File: config.mk
export PLATFORM = sky130hd
export DESIGN_NAME = stuffed_frame_transmitter_top_flat
export DESIGN_NICKNAME = d
export VERILOG_FILES = /design/src/hw/rtl/sft_pkg.sv /design/src/hw/rtl/sft_ifs.sv /design/src/hw/rtl/sft_front.sv /design/src/hw/rtl/sft_fifo.sv /design/src/hw/rtl/sft_back.sv /design/src/hw/rtl/stuffed_frame_transmitter_top.sv /design/src/flat_wrapper.sv
export SDC_FILE = /design/constraint.sdc
export NUM_CORES = 1
export LEC_CHECK = 0
export ABC_AREA = 1
export BUFFER_PORTS_ARGS = -buffer_cell sky130_fd_sc_hd__buf_4
export CAP_MARGIN = 20
export CORE_ASPECT_RATIO = 0.5
export CORE_MARGIN = 2
export CORE_UTILIZATION = 55
export DETAILED_ROUTE_END_ITERATION = 8
export GPL_ROUTABILITY_DRIVEN = 0
export PLACE_DENSITY = 0.87
export SLEW_MARGIN = 15
export SYNTH_ARGS = -nofsm -noshare
export SYNTH_HDL_FRONTEND = slang
export SYNTH_SLANG_ARGS = --single-unit
File: constraint.sdc
create_clock -name i_clk -period 4 [get_ports i_clk]
set_clock_uncertainty 0.15 [all_clocks]
set_input_delay 0.4 -clock i_clk [delete_from_list [all_inputs] [get_ports i_clk]]
set_output_delay 0.4 -clock i_clk [all_outputs]
set_load 0.02 [all_outputs]
File: src/hw/rtl/sft_pkg.sv
// ----------------------------------------------------------------------------
// sft_pkg: shared types and constants of the stuffed frame transmitter
// Command codes, wire constants, queue entry layout and back-end phases.
// ----------------------------------------------------------------------------
package sft_pkg;

    // Item command codes
    localparam logic CMD_HDR = 1'b0;
    localparam logic CMD_PAY = 1'b1;

    // Wire constants
    localparam logic [7:0] FLAG_BYTE = 8'h7E;
    localparam logic [7:0] ESC_BYTE  = 8'h7D;
    localparam logic [7:0] ESC_FLAG  = 8'h5E;
    localparam logic [7:0] ESC_ESC   = 8'h5D;

    // Header layout: seven bytes, low byte first
    localparam int HDR_BYTES  = 7;
    localparam int HDR_IDX_W  = 3;
    localparam int HDR_DATA_W = HDR_BYTES * 8;
    localparam logic [HDR_IDX_W-1:0] LAST_HDR_IDX = HDR_IDX_W'(HDR_BYTES - 1);

    // Kind of work handed from front to back
    typedef enum logic [1:0] {
        K_HDR,
        K_PAY,
        K_STRAY
    } t_kind;

    // One queue entry: a classified request
    typedef struct packed {
        t_kind                  kind;
        logic                   err_first;
        logic                   close;
        logic [HDR_DATA_W-1:0]  data;
    } t_op;

    // Back-end emission phases
    typedef enum logic [1:0] {
        PH_ERR,
        PH_DATA,
        PH_SUM,
        PH_FLAG
    } t_phase;

endpackage

File: src/hw/rtl/sft_ifs.sv
// ----------------------------------------------------------------------------
// sft_ifs: channel interfaces of the stuffed frame transmitter
// Item channel into the block and wire byte channel out of it.
// ----------------------------------------------------------------------------
interface sft_in_if;
    logic        valid;
    logic        ready;
    logic        cmd;
    logic [15:0] app_id;
    logic [15:0] message_id;
    logic [7:0]  ack_status;
    logic [15:0] payload_length;
    logic [7:0]  payload_byte;

    modport source (
        output valid, cmd, app_id, message_id, ack_status, payload_length, payload_byte,
        input  ready
    );
    modport sink (
        input  valid, cmd, app_id, message_id, ack_status, payload_length, payload_byte,
        output ready
    );
endinterface

interface sft_out_if;
    logic       valid;
    logic       ready;
    logic [7:0] tx_byte;
    logic       end_of_frame;
    logic       protocol_error;
    logic       last_of_run;

    modport source (
        output valid, tx_byte, end_of_frame, protocol_error, last_of_run,
        input  ready
    );
    modport sink (
        input  valid, tx_byte, end_of_frame, protocol_error, last_of_run,
        output ready
    );
endinterface

File: src/hw/rtl/sft_front.sv
// ----------------------------------------------------------------------------
// sft_front: item classifier
// Accepts header and payload requests, tracks the open frame and the bytes
// still owed, and pushes one classified entry per request into the queue.
// ----------------------------------------------------------------------------
module sft_front import sft_pkg::*; (
    input  logic     i_clk,
    input  logic     i_rst_n,
    sft_in_if.sink   i_in,
    input  logic     i_full,
    output logic     o_push,
    output t_op      o_op
);

    logic [15:0] r_owed, n_owed;
    logic        r_open, n_open;
    logic        accept;

    assign i_in.ready = !i_full;
    assign accept     = i_in.valid && !i_full;
    assign o_push     = accept;

    // Classify the request and work out the frame state it leaves
    always_comb begin
        n_owed      = r_owed;
        n_open      = r_open;
        o_op.kind   = K_STRAY;
        o_op.err_first = 1'b0;
        o_op.close  = 1'b0;
        o_op.data   = {i_in.payload_length, i_in.ack_status, i_in.message_id, i_in.app_id};
        if (i_in.cmd == CMD_HDR) begin
            o_op.kind      = K_HDR;
            o_op.err_first = r_open && (r_owed != 16'd0);
            o_op.close     = (i_in.payload_length == 16'd0);
            n_owed         = i_in.payload_length;
            n_open         = (i_in.payload_length != 16'd0);
        end else begin
            o_op.data = {{(HDR_DATA_W - 8){1'b0}}, i_in.payload_byte};
            if (r_open && (r_owed != 16'd0)) begin
                o_op.kind  = K_PAY;
                o_op.close = (r_owed == 16'd1);
                n_owed     = r_owed - 16'd1;
                n_open     = (r_owed != 16'd1);
            end
        end
    end

    // Hold frame state, advance it on each accepted request
    always_ff @(posedge i_clk) begin
        if (!i_rst_n) begin
            r_owed <= '0;
            r_open <= 1'b0;
        end else if (accept) begin
            r_owed <= n_owed;
            r_open <= n_open;
        end
    end

endmodule

File: src/hw/rtl/sft_fifo.sv
// ----------------------------------------------------------------------------
// sft_fifo: short request queue
// Register-based FIFO between the classifier and the byte emitter.
// ----------------------------------------------------------------------------
module sft_fifo #(
    parameter int WIDTH = 8,
    parameter int DEPTH = 4
) (
    input  logic             i_clk,
    input  logic             i_rst_n,
    input  logic             i_push,
    input  logic [WIDTH-1:0] i_data,
    output logic             o_full,
    input  logic             i_pop,
    output logic [WIDTH-1:0] o_data,
    output logic             o_valid
);

    localparam int PTR_W = (DEPTH > 1) ? $clog2(DEPTH) : 1;
    localparam int CNT_W = $clog2(DEPTH + 1);

    logic [WIDTH-1:0] r_mem [DEPTH];
    logic [PTR_W-1:0] r_wr, r_rd;
    logic [CNT_W-1:0] r_cnt;

    assign o_full  = (r_cnt == CNT_W'(DEPTH));
    assign o_valid = (r_cnt != '0);
    assign o_data  = r_mem[r_rd];

    // Store entries
    always_ff @(posedge i_clk) begin
        if (i_push) begin
            r_mem[r_wr] <= i_data;
        end
    end

    // Advance pointers and count
    always_ff @(posedge i_clk) begin
        if (!i_rst_n) begin
            r_wr  <= '0;
            r_rd  <= '0;
            r_cnt <= '0;
        end else begin
            if (i_push) begin
                r_wr <= (r_wr == PTR_W'(DEPTH - 1)) ? '0 : r_wr + 1'b1;
            end
            if (i_pop) begin
                r_rd <= (r_rd == PTR_W'(DEPTH - 1)) ? '0 : r_rd + 1'b1;
            end
            if (i_push && !i_pop) begin
                r_cnt <= r_cnt + 1'b1;
            end else if (!i_push && i_pop) begin
                r_cnt <= r_cnt - 1'b1;
            end
        end
    end

endmodule

File: src/hw/rtl/sft_back.sv
// ----------------------------------------------------------------------------
// sft_back: byte emitter
// Expands the queue head into escaped wire bytes: error marker, header or
// payload bytes, checksum and closing flag, one byte per cycle unless the output stalls.
// ----------------------------------------------------------------------------
module sft_back import sft_pkg::*; (
    input  logic      i_clk,
    input  logic      i_rst_n,
    input  logic      i_valid,
    input  t_op       i_op,
    output logic      o_pop,
    sft_out_if.source o_out
);

    t_phase                r_phase, n_phase, cur_phase;
    logic                  r_started;
    logic [HDR_IDX_W-1:0]  r_idx, n_idx, cur_idx;
    logic                  r_esc2;
    logic [7:0]            r_sum, n_sum;
    logic                  emit;
    logic [7:0]            raw;
    logic                  need_esc;
    logic                  byte_done;
    logic                  op_done;
    logic [7:0]            wire_byte;
    logic                  is_err;
    logic                  is_eof;

    logic                  r_out_valid;
    logic [7:0]            r_out_byte;
    logic                  r_out_eof;
    logic                  r_out_err;
    logic                  r_out_last;

    assign emit = i_valid && (!r_out_valid || o_out.ready);

    // Pick the phase and byte index of the current request
    always_comb begin
        if (r_started) begin
            cur_phase = r_phase;
            cur_idx   = r_idx;
        end else begin
            cur_phase = ((i_op.kind == K_STRAY) || i_op.err_first) ? PH_ERR : PH_DATA;
            cur_idx   = '0;
        end
    end

    // Select the raw byte and escape it
    always_comb begin
        raw = (cur_phase == PH_SUM) ? r_sum : 8'(i_op.data >> {cur_idx, 3'b000});
        need_esc = ((cur_phase == PH_DATA) || (cur_phase == PH_SUM))
                   && ((raw == FLAG_BYTE) || (raw == ESC_BYTE));
        byte_done = !need_esc || r_esc2;
        if (r_esc2) begin
            wire_byte = (raw == FLAG_BYTE) ? ESC_FLAG : ESC_ESC;
        end else if (need_esc) begin
            wire_byte = ESC_BYTE;
        end else begin
            wire_byte = raw;
        end
    end

    // Sequence the phases of one request
    always_comb begin
        n_phase = cur_phase;
        n_idx   = cur_idx;
        op_done = 1'b0;
        is_err  = 1'b0;
        is_eof  = 1'b0;
        unique case (cur_phase)
            PH_ERR: begin
                is_err = 1'b1;
                if (i_op.kind == K_STRAY) begin
                    op_done = 1'b1;
                end else begin
                    n_phase = PH_DATA;
                    n_idx   = '0;
                end
            end
            PH_DATA: begin
                if (byte_done) begin
                    if ((i_op.kind == K_HDR) && (cur_idx != LAST_HDR_IDX)) begin
                        n_idx = cur_idx + 1'b1;
                    end else if (i_op.close) begin
                        n_phase = PH_SUM;
                    end else begin
                        op_done = 1'b1;
                    end
                end
            end
            PH_SUM: begin
                if (byte_done) begin
                    n_phase = PH_FLAG;
                end
            end
            PH_FLAG: begin
                is_eof  = 1'b1;
                op_done = 1'b1;
            end
            default: begin
                op_done = 1'b1;
            end
        endcase
    end

    // Add each frame byte once; restart at a header, clear after the flag
    always_comb begin
        n_sum = r_sum;
        if ((cur_phase == PH_DATA) && !r_esc2) begin
            n_sum = (((i_op.kind == K_HDR) && (cur_idx == '0)) ? 8'd0 : r_sum) + raw;
        end else if (cur_phase == PH_FLAG) begin
            n_sum = 8'd0;
        end
    end

    assign o_pop = emit && op_done;

    // Hold sequencer state, advance on each emitted byte
    always_ff @(posedge i_clk) begin
        if (!i_rst_n) begin
            r_phase   <= PH_DATA;
            r_started <= 1'b0;
            r_idx     <= '0;
            r_esc2    <= 1'b0;
            r_sum     <= '0;
        end else if (emit) begin
            r_phase   <= n_phase;
            r_started <= !op_done;
            r_idx     <= n_idx;
            r_esc2    <= need_esc && !r_esc2;
            r_sum     <= n_sum;
        end
    end

    // Output register: load on emit, drop when taken
    always_ff @(posedge i_clk) begin
        if (!i_rst_n) begin
            r_out_valid <= 1'b0;
        end else if (emit) begin
            r_out_valid <= 1'b1;
        end else if (o_out.ready) begin
            r_out_valid <= 1'b0;
        end
    end

    always_ff @(posedge i_clk) begin
        if (emit) begin
            r_out_byte <= is_err ? 8'd0 : (is_eof ? FLAG_BYTE : wire_byte);
            r_out_eof  <= is_eof;
            r_out_err  <= is_err;
            r_out_last <= op_done;
        end
    end

    assign o_out.valid          = r_out_valid;
    assign o_out.tx_byte        = r_out_byte;
    assign o_out.end_of_frame   = r_out_eof;
    assign o_out.protocol_error = r_out_err;
    assign o_out.last_of_run    = r_out_last;

endmodule

File: src/hw/rtl/stuffed_frame_transmitter_top.sv
// ----------------------------------------------------------------------------
// stuffed_frame_transmitter_top: byte-stuffing frame transmitter
// Turns header and payload requests into escaped wire bytes with an
// additive checksum and a closing flag.
//
//   Port     Dir   Handshake     Carries
//   i_in     in    valid/ready   cmd, app_id, message_id, ack_status,
//                                payload_length, payload_byte
//   o_out    out   valid/ready   tx_byte, end_of_frame, protocol_error,
//                                last_of_run
//
// The emitter puts out one wire byte per cycle unless the output stalls: a
// payload request gives its byte, escaped if need be, plus checksum and flag
// when it closes the frame; a header gives its seven bytes. The classifier
// takes one request per cycle until the QUEUE_DEPTH-entry queue fills. Reset
// is synchronous and needs no clearing pass. A stalled output holds its byte
// and the emitter waits; the input keeps flowing until the queue is full.
// ----------------------------------------------------------------------------
module stuffed_frame_transmitter_top import sft_pkg::*; #(
    parameter int QUEUE_DEPTH = 4
) (
    input  logic      i_clk,
    input  logic      i_rst_n,
    sft_in_if.sink    i_in,
    sft_out_if.source o_out
);

    localparam int OP_W = $bits(t_op);

    t_op             front_op;
    t_op             head_op;
    logic            push;
    logic            full;
    logic            pop;
    logic            head_valid;
    logic [OP_W-1:0] head_bits;

    // Classify requests
    sft_front u_front (
        .i_clk   (i_clk),
        .i_rst_n (i_rst_n),
        .i_in    (i_in),
        .i_full  (full),
        .o_push  (push),
        .o_op    (front_op)
    );

    // Decouple classifier from emitter
    sft_fifo #(
        .WIDTH (OP_W),
        .DEPTH (QUEUE_DEPTH)
    ) u_queue (
        .i_clk   (i_clk),
        .i_rst_n (i_rst_n),
        .i_push  (push),
        .i_data  (front_op),
        .o_full  (full),
        .i_pop   (pop),
        .o_data  (head_bits),
        .o_valid (head_valid)
    );

    assign head_op = t_op'(head_bits);

    // Emit wire bytes
    sft_back u_back (
        .i_clk   (i_clk),
        .i_rst_n (i_rst_n),
        .i_valid (head_valid),
        .i_op    (head_op),
        .o_pop   (pop),
        .o_out   (o_out)
    );

endmodule
File: src/flat_wrapper.sv
// flat-port wrapper written by rule: the top's interface ports become plain ports
module stuffed_frame_transmitter_top_flat import sft_pkg::*;
#(
    parameter int QUEUE_DEPTH = 4
)
  (i_clk, i_rst_n, i_in_valid, i_in_cmd, i_in_app_id, i_in_message_id, i_in_ack_status, i_in_payload_length, i_in_payload_byte, i_in_ready, o_out_valid, o_out_tx_byte, o_out_end_of_frame, o_out_protocol_error, o_out_last_of_run, o_out_ready);
  sft_in_if i_in_i ();
  sft_out_if o_out_i ();
  input  logic i_clk;
  input  logic i_rst_n;
  input wire logic [$bits(i_in_i.valid)-1:0] i_in_valid;
  input wire logic [$bits(i_in_i.cmd)-1:0] i_in_cmd;
  input wire logic [$bits(i_in_i.app_id)-1:0] i_in_app_id;
  input wire logic [$bits(i_in_i.message_id)-1:0] i_in_message_id;
  input wire logic [$bits(i_in_i.ack_status)-1:0] i_in_ack_status;
  input wire logic [$bits(i_in_i.payload_length)-1:0] i_in_payload_length;
  input wire logic [$bits(i_in_i.payload_byte)-1:0] i_in_payload_byte;
  output wire logic [$bits(i_in_i.ready)-1:0] i_in_ready;
  output wire logic [$bits(o_out_i.valid)-1:0] o_out_valid;
  output wire logic [$bits(o_out_i.tx_byte)-1:0] o_out_tx_byte;
  output wire logic [$bits(o_out_i.end_of_frame)-1:0] o_out_end_of_frame;
  output wire logic [$bits(o_out_i.protocol_error)-1:0] o_out_protocol_error;
  output wire logic [$bits(o_out_i.last_of_run)-1:0] o_out_last_of_run;
  input wire logic [$bits(o_out_i.ready)-1:0] o_out_ready;
  assign i_in_i.valid = i_in_valid;
  assign i_in_i.cmd = i_in_cmd;
  assign i_in_i.app_id = i_in_app_id;
  assign i_in_i.message_id = i_in_message_id;
  assign i_in_i.ack_status = i_in_ack_status;
  assign i_in_i.payload_length = i_in_payload_length;
  assign i_in_i.payload_byte = i_in_payload_byte;
  assign i_in_ready = i_in_i.ready;
  assign o_out_valid = o_out_i.valid;
  assign o_out_tx_byte = o_out_i.tx_byte;
  assign o_out_end_of_frame = o_out_i.end_of_frame;
  assign o_out_protocol_error = o_out_i.protocol_error;
  assign o_out_last_of_run = o_out_i.last_of_run;
  assign o_out_i.ready = o_out_ready;
  stuffed_frame_transmitter_top #(.QUEUE_DEPTH(QUEUE_DEPTH)) u_core (.i_clk(i_clk), .i_rst_n(i_rst_n), .i_in(i_in_i), .o_out(o_out_i));
endmodule
### Word-level counts from Yosys, hierarchy flattened

Memory sizes are Yosys's and may differ from the RTL's. A register that Yosys moved wholly into a read port is not among the register bits.
Index checks and enable logic that the tools add are counted.

| word-level totals | value |
|---|---|
| register bits | 51 |
| bits in writable memories | 240 |
| bits of input ports | 69 |
| output and inout bits | 13 |
| logic and storage cells | 122 |
| memories | 1 |

| operators by class | value |
|---|---|
| add/subtract/negate cells | 7 |
| equal/unequal tests | 13 |
| shifts and indexed selects | 1 |
| mux-type cells | 48 |
| reductions and logical operators | 36 |

Memories:

| name | depth | bits a word | rd ports | clocked after Yosys merged registers in | write ports | line | text |
|---|---|---|---|---|---|---|---|
| u_core.u_queue.r_mem | 4 | 60 | 1 | 1 | 1 | sft_fifo.sv:22 | `logic [WIDTH-1:0] r_mem [DEPTH];` |

Operator list:

| operator | number |
|---|---|
| $mux W56 | 1 |
| $shr A56 B6 Y8 | 1 |
| $mux W8 | 6 |
| $mux W16 | 2 |
| $reduce_bool A16 Y1 | 2 |
| $mux W2 | 13 |
| $mux W3 | 6 |
| $eq A16 B1 Y1 const B | 1 |
| $eq A8 B7 Y1 const B | 2 |
| $logic_not A16 Y1 | 1 |
| $mux W1 | 16 |
| $ne A16 B1 Y1 const B | 1 |
| $sub A16 B1 Y16 const B | 1 |
| $logic_and A1 B1 Y1 | 11 |
| $eq A2 B2 Y1 const B | 5 |
| $add A8 B8 Y8 | 1 |
| $logic_not A1 Y1 | 7 |
| $mux W7 | 1 |
| $add A3 B1 Y3 const B | 2 |
| $pmux W2 S3 | 1 |
| $pmux W3 S2 | 1 |
| $reduce_bool A2 Y1 | 3 |
| $logic_or A1 B1 Y1 | 5 |
| $add A2 B1 Y2 const B | 2 |
| other kinds (11) | 13 |

### Logic depth before layout (Yosys ltp)

| depth | value |
|---|---|
| depth in word-level cells | 17 |
| mapped depth | 30 |
| mapped depth without buffers | 25 |

### By module

A second synthesis with hierarchy kept.

| second synthesis, totals | value |
|---|---|
| cells, all modules | 1440 |
| area, all modules | 14053.5 um^2 |

Modules (own cells, without submodules):

| module | times used | cells each | area each (um^2) |
|---|---|---|---|
| sft_fifo | 1 | 640 | 9529.1 |
| sft_back | 1 | 431 | 2677.6 |
| sft_front | 1 | 369 | 1846.8 |

### Worst setup path after synthesis

No wires, ideal clock.

| timing | value |
|---|---|
| path type | flip-flop to flip-flop |
| start point | register (tool-made name) |
| end point | register u_core.u_queue.r_cnt[2] |
| setup time | 0.122 ns |
| data arrival time | 3.906 ns |
| data required time | 3.728 ns |
| slack | -0.178 ns |
| stages on the path, launching flop included | 30 |
| path buffers | 5 |
| period minus slack after synthesis | 4.178 ns |
| cells stage by stage | dfxtp_1 -> buf_6 -> inv_4 -> buf_6 -> buf_6 -> nand2_1 -> a32o_1 -> nand3_1 -> nand2_1 -> nand2_1 -> inv_1 -> ha_1 -> clkbuf_1 -> inv_1 -> buf_1 -> o21ai_1 -> inv_2 -> nand2_1 -> nor2_2 -> nand3_4 -> nand3_2 -> nand2_1 -> nand3_2 -> ha_1 -> inv_1 -> fa_1 -> a21oi_1 -> o21ai_0 -> o21ai_0 -> a21oi_1 |

RTL lines:

| what | line | text |
|---|---|---|
| end signal: assignment | sft_fifo.sv:51 | `r_cnt <= r_cnt + 1'b1;` |
| end signal: assignment | sft_fifo.sv:53 | `r_cnt <= r_cnt - 1'b1;` |
| end: declaration | sft_fifo.sv:24 | `logic [CNT_W-1:0] r_cnt;` |

==> results.sh <==
export IMPL_synth_nets=1508
export IMPL_cts_max_level=1
export IMPL_p_leak_nw=6.52
export IMPL_startpoint_type="register"
export IMPL_fin_ws_ns=0.249
export IMPL_clk_latency_ns=0.55
export IMPL_synth_top_flop_cell="edfxtp_1"
export IMPL_grt_start_max_net_pins=72
export IMPL_ant_nets=0
export IMPL_fin_tns_setup_ns=0
export IMPL_slew_limit_headroom_pct=37.5
export IMPL_clkSinkCount=293
export IMPL_crit_type="reg -> reg"
export IMPL_cts_tree="built"
export IMPL_power_density_nw_per_um2=626
export IMPL_cp_data_arrival_time_ns=4.04
export IMPL_pre_cts_ws_ns=0.0853
export IMPL_hpwlAfterDp_um=20200
export IMPL_die_height_um=115
export IMPL_num_vias=10500
export IMPL_async_flop_share_pct=0
export IMPL_worst_slew_pin_slew_ns=0.937
export IMPL_yosys_warnings=0
export IMPL_ff_latch_area_um2=8390
export IMPL_overflow=0
export IMPL_nNetsFinal=1581
export IMPL_routed_wl_um=33100
export IMPL_clk_pin_slew_ns=0.06
export IMPL_ys_ff_latch=293
export IMPL_firstDrtPassIters=9
export IMPL_antenna_found_initial=0
export IMPL_report_final_slew_viol_count=0
export IMPL_drc=0
export IMPL_rows=40
export IMPL_dpl_cell_area_um2=14600
export IMPL_synth_edff_count=251
export IMPL_ys_seq_area_share_pct=61.4
export IMPL_synthToLayoutAreaGrowth_pct=13.6
export IMPL_fin_crit_sh_pct=93.8
export IMPL_final_util_pct=64.1
export IMPL_cts_max_path_buffers=3
export IMPL_drive_gt1_share_pct=12.3
export IMPL_hold_viol=0
export IMPL_routed_via_density=5.72
export IMPL_hp_class="in -> reg"
export IMPL_syn_area_per_cell_um2=9.63
export IMPL_multi_input_area_um2=4340
export IMPL_fin_hold_ws_ns=0.0383
export IMPL_worstPathMaxFanout=7
export IMPL_synthesis_area_um2=13600
export IMPL_setup_viol=0
export IMPL_postCtsHoldBufs=0
export IMPL_io_buffers=81
export IMPL_grt_pass1_vias=9808
export IMPL_wl_per_cell_um=18.0
export IMPL_grt_first_pass_wirelength_um=51500
export IMPL_post_route_min_period_ns=3.75
export IMPL_n_antenna_cell=0
export IMPL_die_area_um2=26200
export IMPL_vdd_drop_max_mv=0.382
export IMPL_syn_inst=1416
export IMPL_place_inst=1793
export IMPL_grt_usage_pct=25.4
export IMPL_cp_required_ns=4.29
export IMPL_final_cell_area_um2=15500
export IMPL_die_width_um=227
export IMPL_layout_cells_non_filler=1843
export IMPL_start_util_pct=56.4
export IMPL_total_power_mw=9.69
export IMPL_synth_cell_type_count=47
export IMPL_cts_root_buffer="clkbuf_16"
export IMPL_boundaryPins=82
export IMPL_cts_buffers_inserted=27
export IMPL_fillCellCount=1718
export IMPL_coreArea_um2=24200
export IMPL_max_cap_violations=0
export IMPL_drtIter0Drc=1530
export IMPL_fmax_mhz=267
export IMPL_status="completed"
export IMPL_endpoint_kind="register"
==> path summary, 6_finish.rpt <==
kind / startpoint / endpoint / slack, ns / depth (start not counted)
setup / recovery: register / u_core.u_queue.r_cnt[2]$_SDFFE_PN0P_ / 0.25 / 26
hold / removal: i_in_payload_length[0] / u_core.u_front.r_owed[0]$_SDFFE_PN0P_ / 0.04 / 3
setup reg to reg: register / u_core.u_queue.r_cnt[2]$_SDFFE_PN0P_ / 0.25 / 26
hold reg to reg: u_core.u_back.r_phase[0]$_SDFFE_PN1P_ / u_core.u_back.r_phase[0]$_SDFFE_PN1P_ / 0.33 / 2
==> critical path, cell delays in order, from the launching register on <==
cell	delay (ns)
dfxtp_4	0.39
inv_2	0.08
a21oi_2	0.13
a32o_2	0.20
nand3_1	0.11
nand2_1	0.10
nand2_1	0.08
inv_2	0.09
ha_4	0.16
buf_6	0.13
a21oi_1	0.04
nand2_1	0.07
nand2_1	0.10
nor2_1	0.10
nand2_1	0.11
nor2_4	0.18
nand3_4	0.11
nand3_2	0.08
nand2_1	0.06
nand3_2	0.07
ha_1	0.14
inv_1	0.07
fa_1	0.43
a21oi_1	0.14
o21ai_0	0.11
o21ai_1	0.14
a21oi_1	0.05
==> report_power, final <==
part	leakage [nW]	total (mW)	internal (mW)	switching (mW)
combinational	3.43	3.24	1.07	2.16
clock	0.393	2.39	1.32	1.07
sequential	2.70	4.07	3.85	0.213
==> state kept, by name, summed over array words and instances, names as in the netlist, named ones only <==
register and count:
u_core.u_back.r_esc2 1, u_core.u_front.r_owed 16, u_core.u_back.o_out.last_of_run 1, u_core.u_back.r_idx 3, u_core.u_queue.r_mem 240, u_core.u_back.r_phase 2, u_core.u_back.r_started 1, u_core.u_back.r_sum 8
u_core.u_back.o_out.valid 1, u_core.u_queue.r_cnt 3, u_core.u_back.o_out.end_of_frame 1, u_core.u_queue.r_wr 2, u_core.u_back.o_out.protocol_error 1, u_core.u_front.r_open 1, u_core.u_back.o_out.tx_byte 8, u_core.u_queue.r_rd 2
==> final cells by class <==
cell class	count	area share, %
clock inverter	13	0.582
sequential	293	54.1
inverter	157	3.85
multi-input combinational	900	28.0
tap	336	2.71
clock buffer	34	4.60
timing repair buffer	110	6.07
==> Yosys cell counts (all sizes together), types with 11 or more instances <==
cell type / instances / share of area, %
nand2: 382 / 11
edfxtp: 251 / 55
nand3: 198 / 7.5
inv: 156 / 4.3
nor2: 111 / 3.1
a21oi: 60 / 2.3
o21ai: 56 / 2.1
buf: 48 / 2.4
dfxtp: 42 / 6.2
ha: 22 / 2.0
clkbuf: 18 / 0.50
nand4: 11 / 0.55
==> timing repair <==
item / in CTS / in global routing
resized for setup: 0 / 20
hold endpoints to repair: 0 / 0
setup endpoints to repair: 0 / 2
buffers inserted: 0 / 2
==> per-layer routing <==
| layer | global-route usage [%] | wire length (um) | vias up |
|---|---|---|---|
| met4 | 8.82 | 1100 | 0 |
| met2 | 40.8 | 15300 | 669 |
| met3 | 3.42 | 3450 | 95 |
| li1 | - | - | 4895 |
| met5 | 0 | 0 | - |
| met1 | 36.0 | 13300 | 4878 |
==> cell families after synthesis <==
family | after synthesis | share of synthesized area [%]
simple gates | 719 | 22.4
flops | 293 | 61.4
buf+inv | 223 | 7.22
compound gates | 148 | 6.10
fa+ha+maj | 23 | 2.16
xor+xnor | 10 | 0.642
==> layout by cell type, fill, tap and decap left out, types with 7 or more instances in the layout <==
cell type / instances
ha_1: 21
nand3_1: 193
o21ai_1: 7
buf_4: 100
nor3_1: 7
nand2_1: 377
nor2_1: 106
edfxtp_1: 251
nand4_1: 10
dfxtp_1: 40
a21oi_1: 57
clkbuf_16: 28
inv_1: 147
xor2_1: 7
o21ai_0: 49
Power figures use the tool's default switching activity.
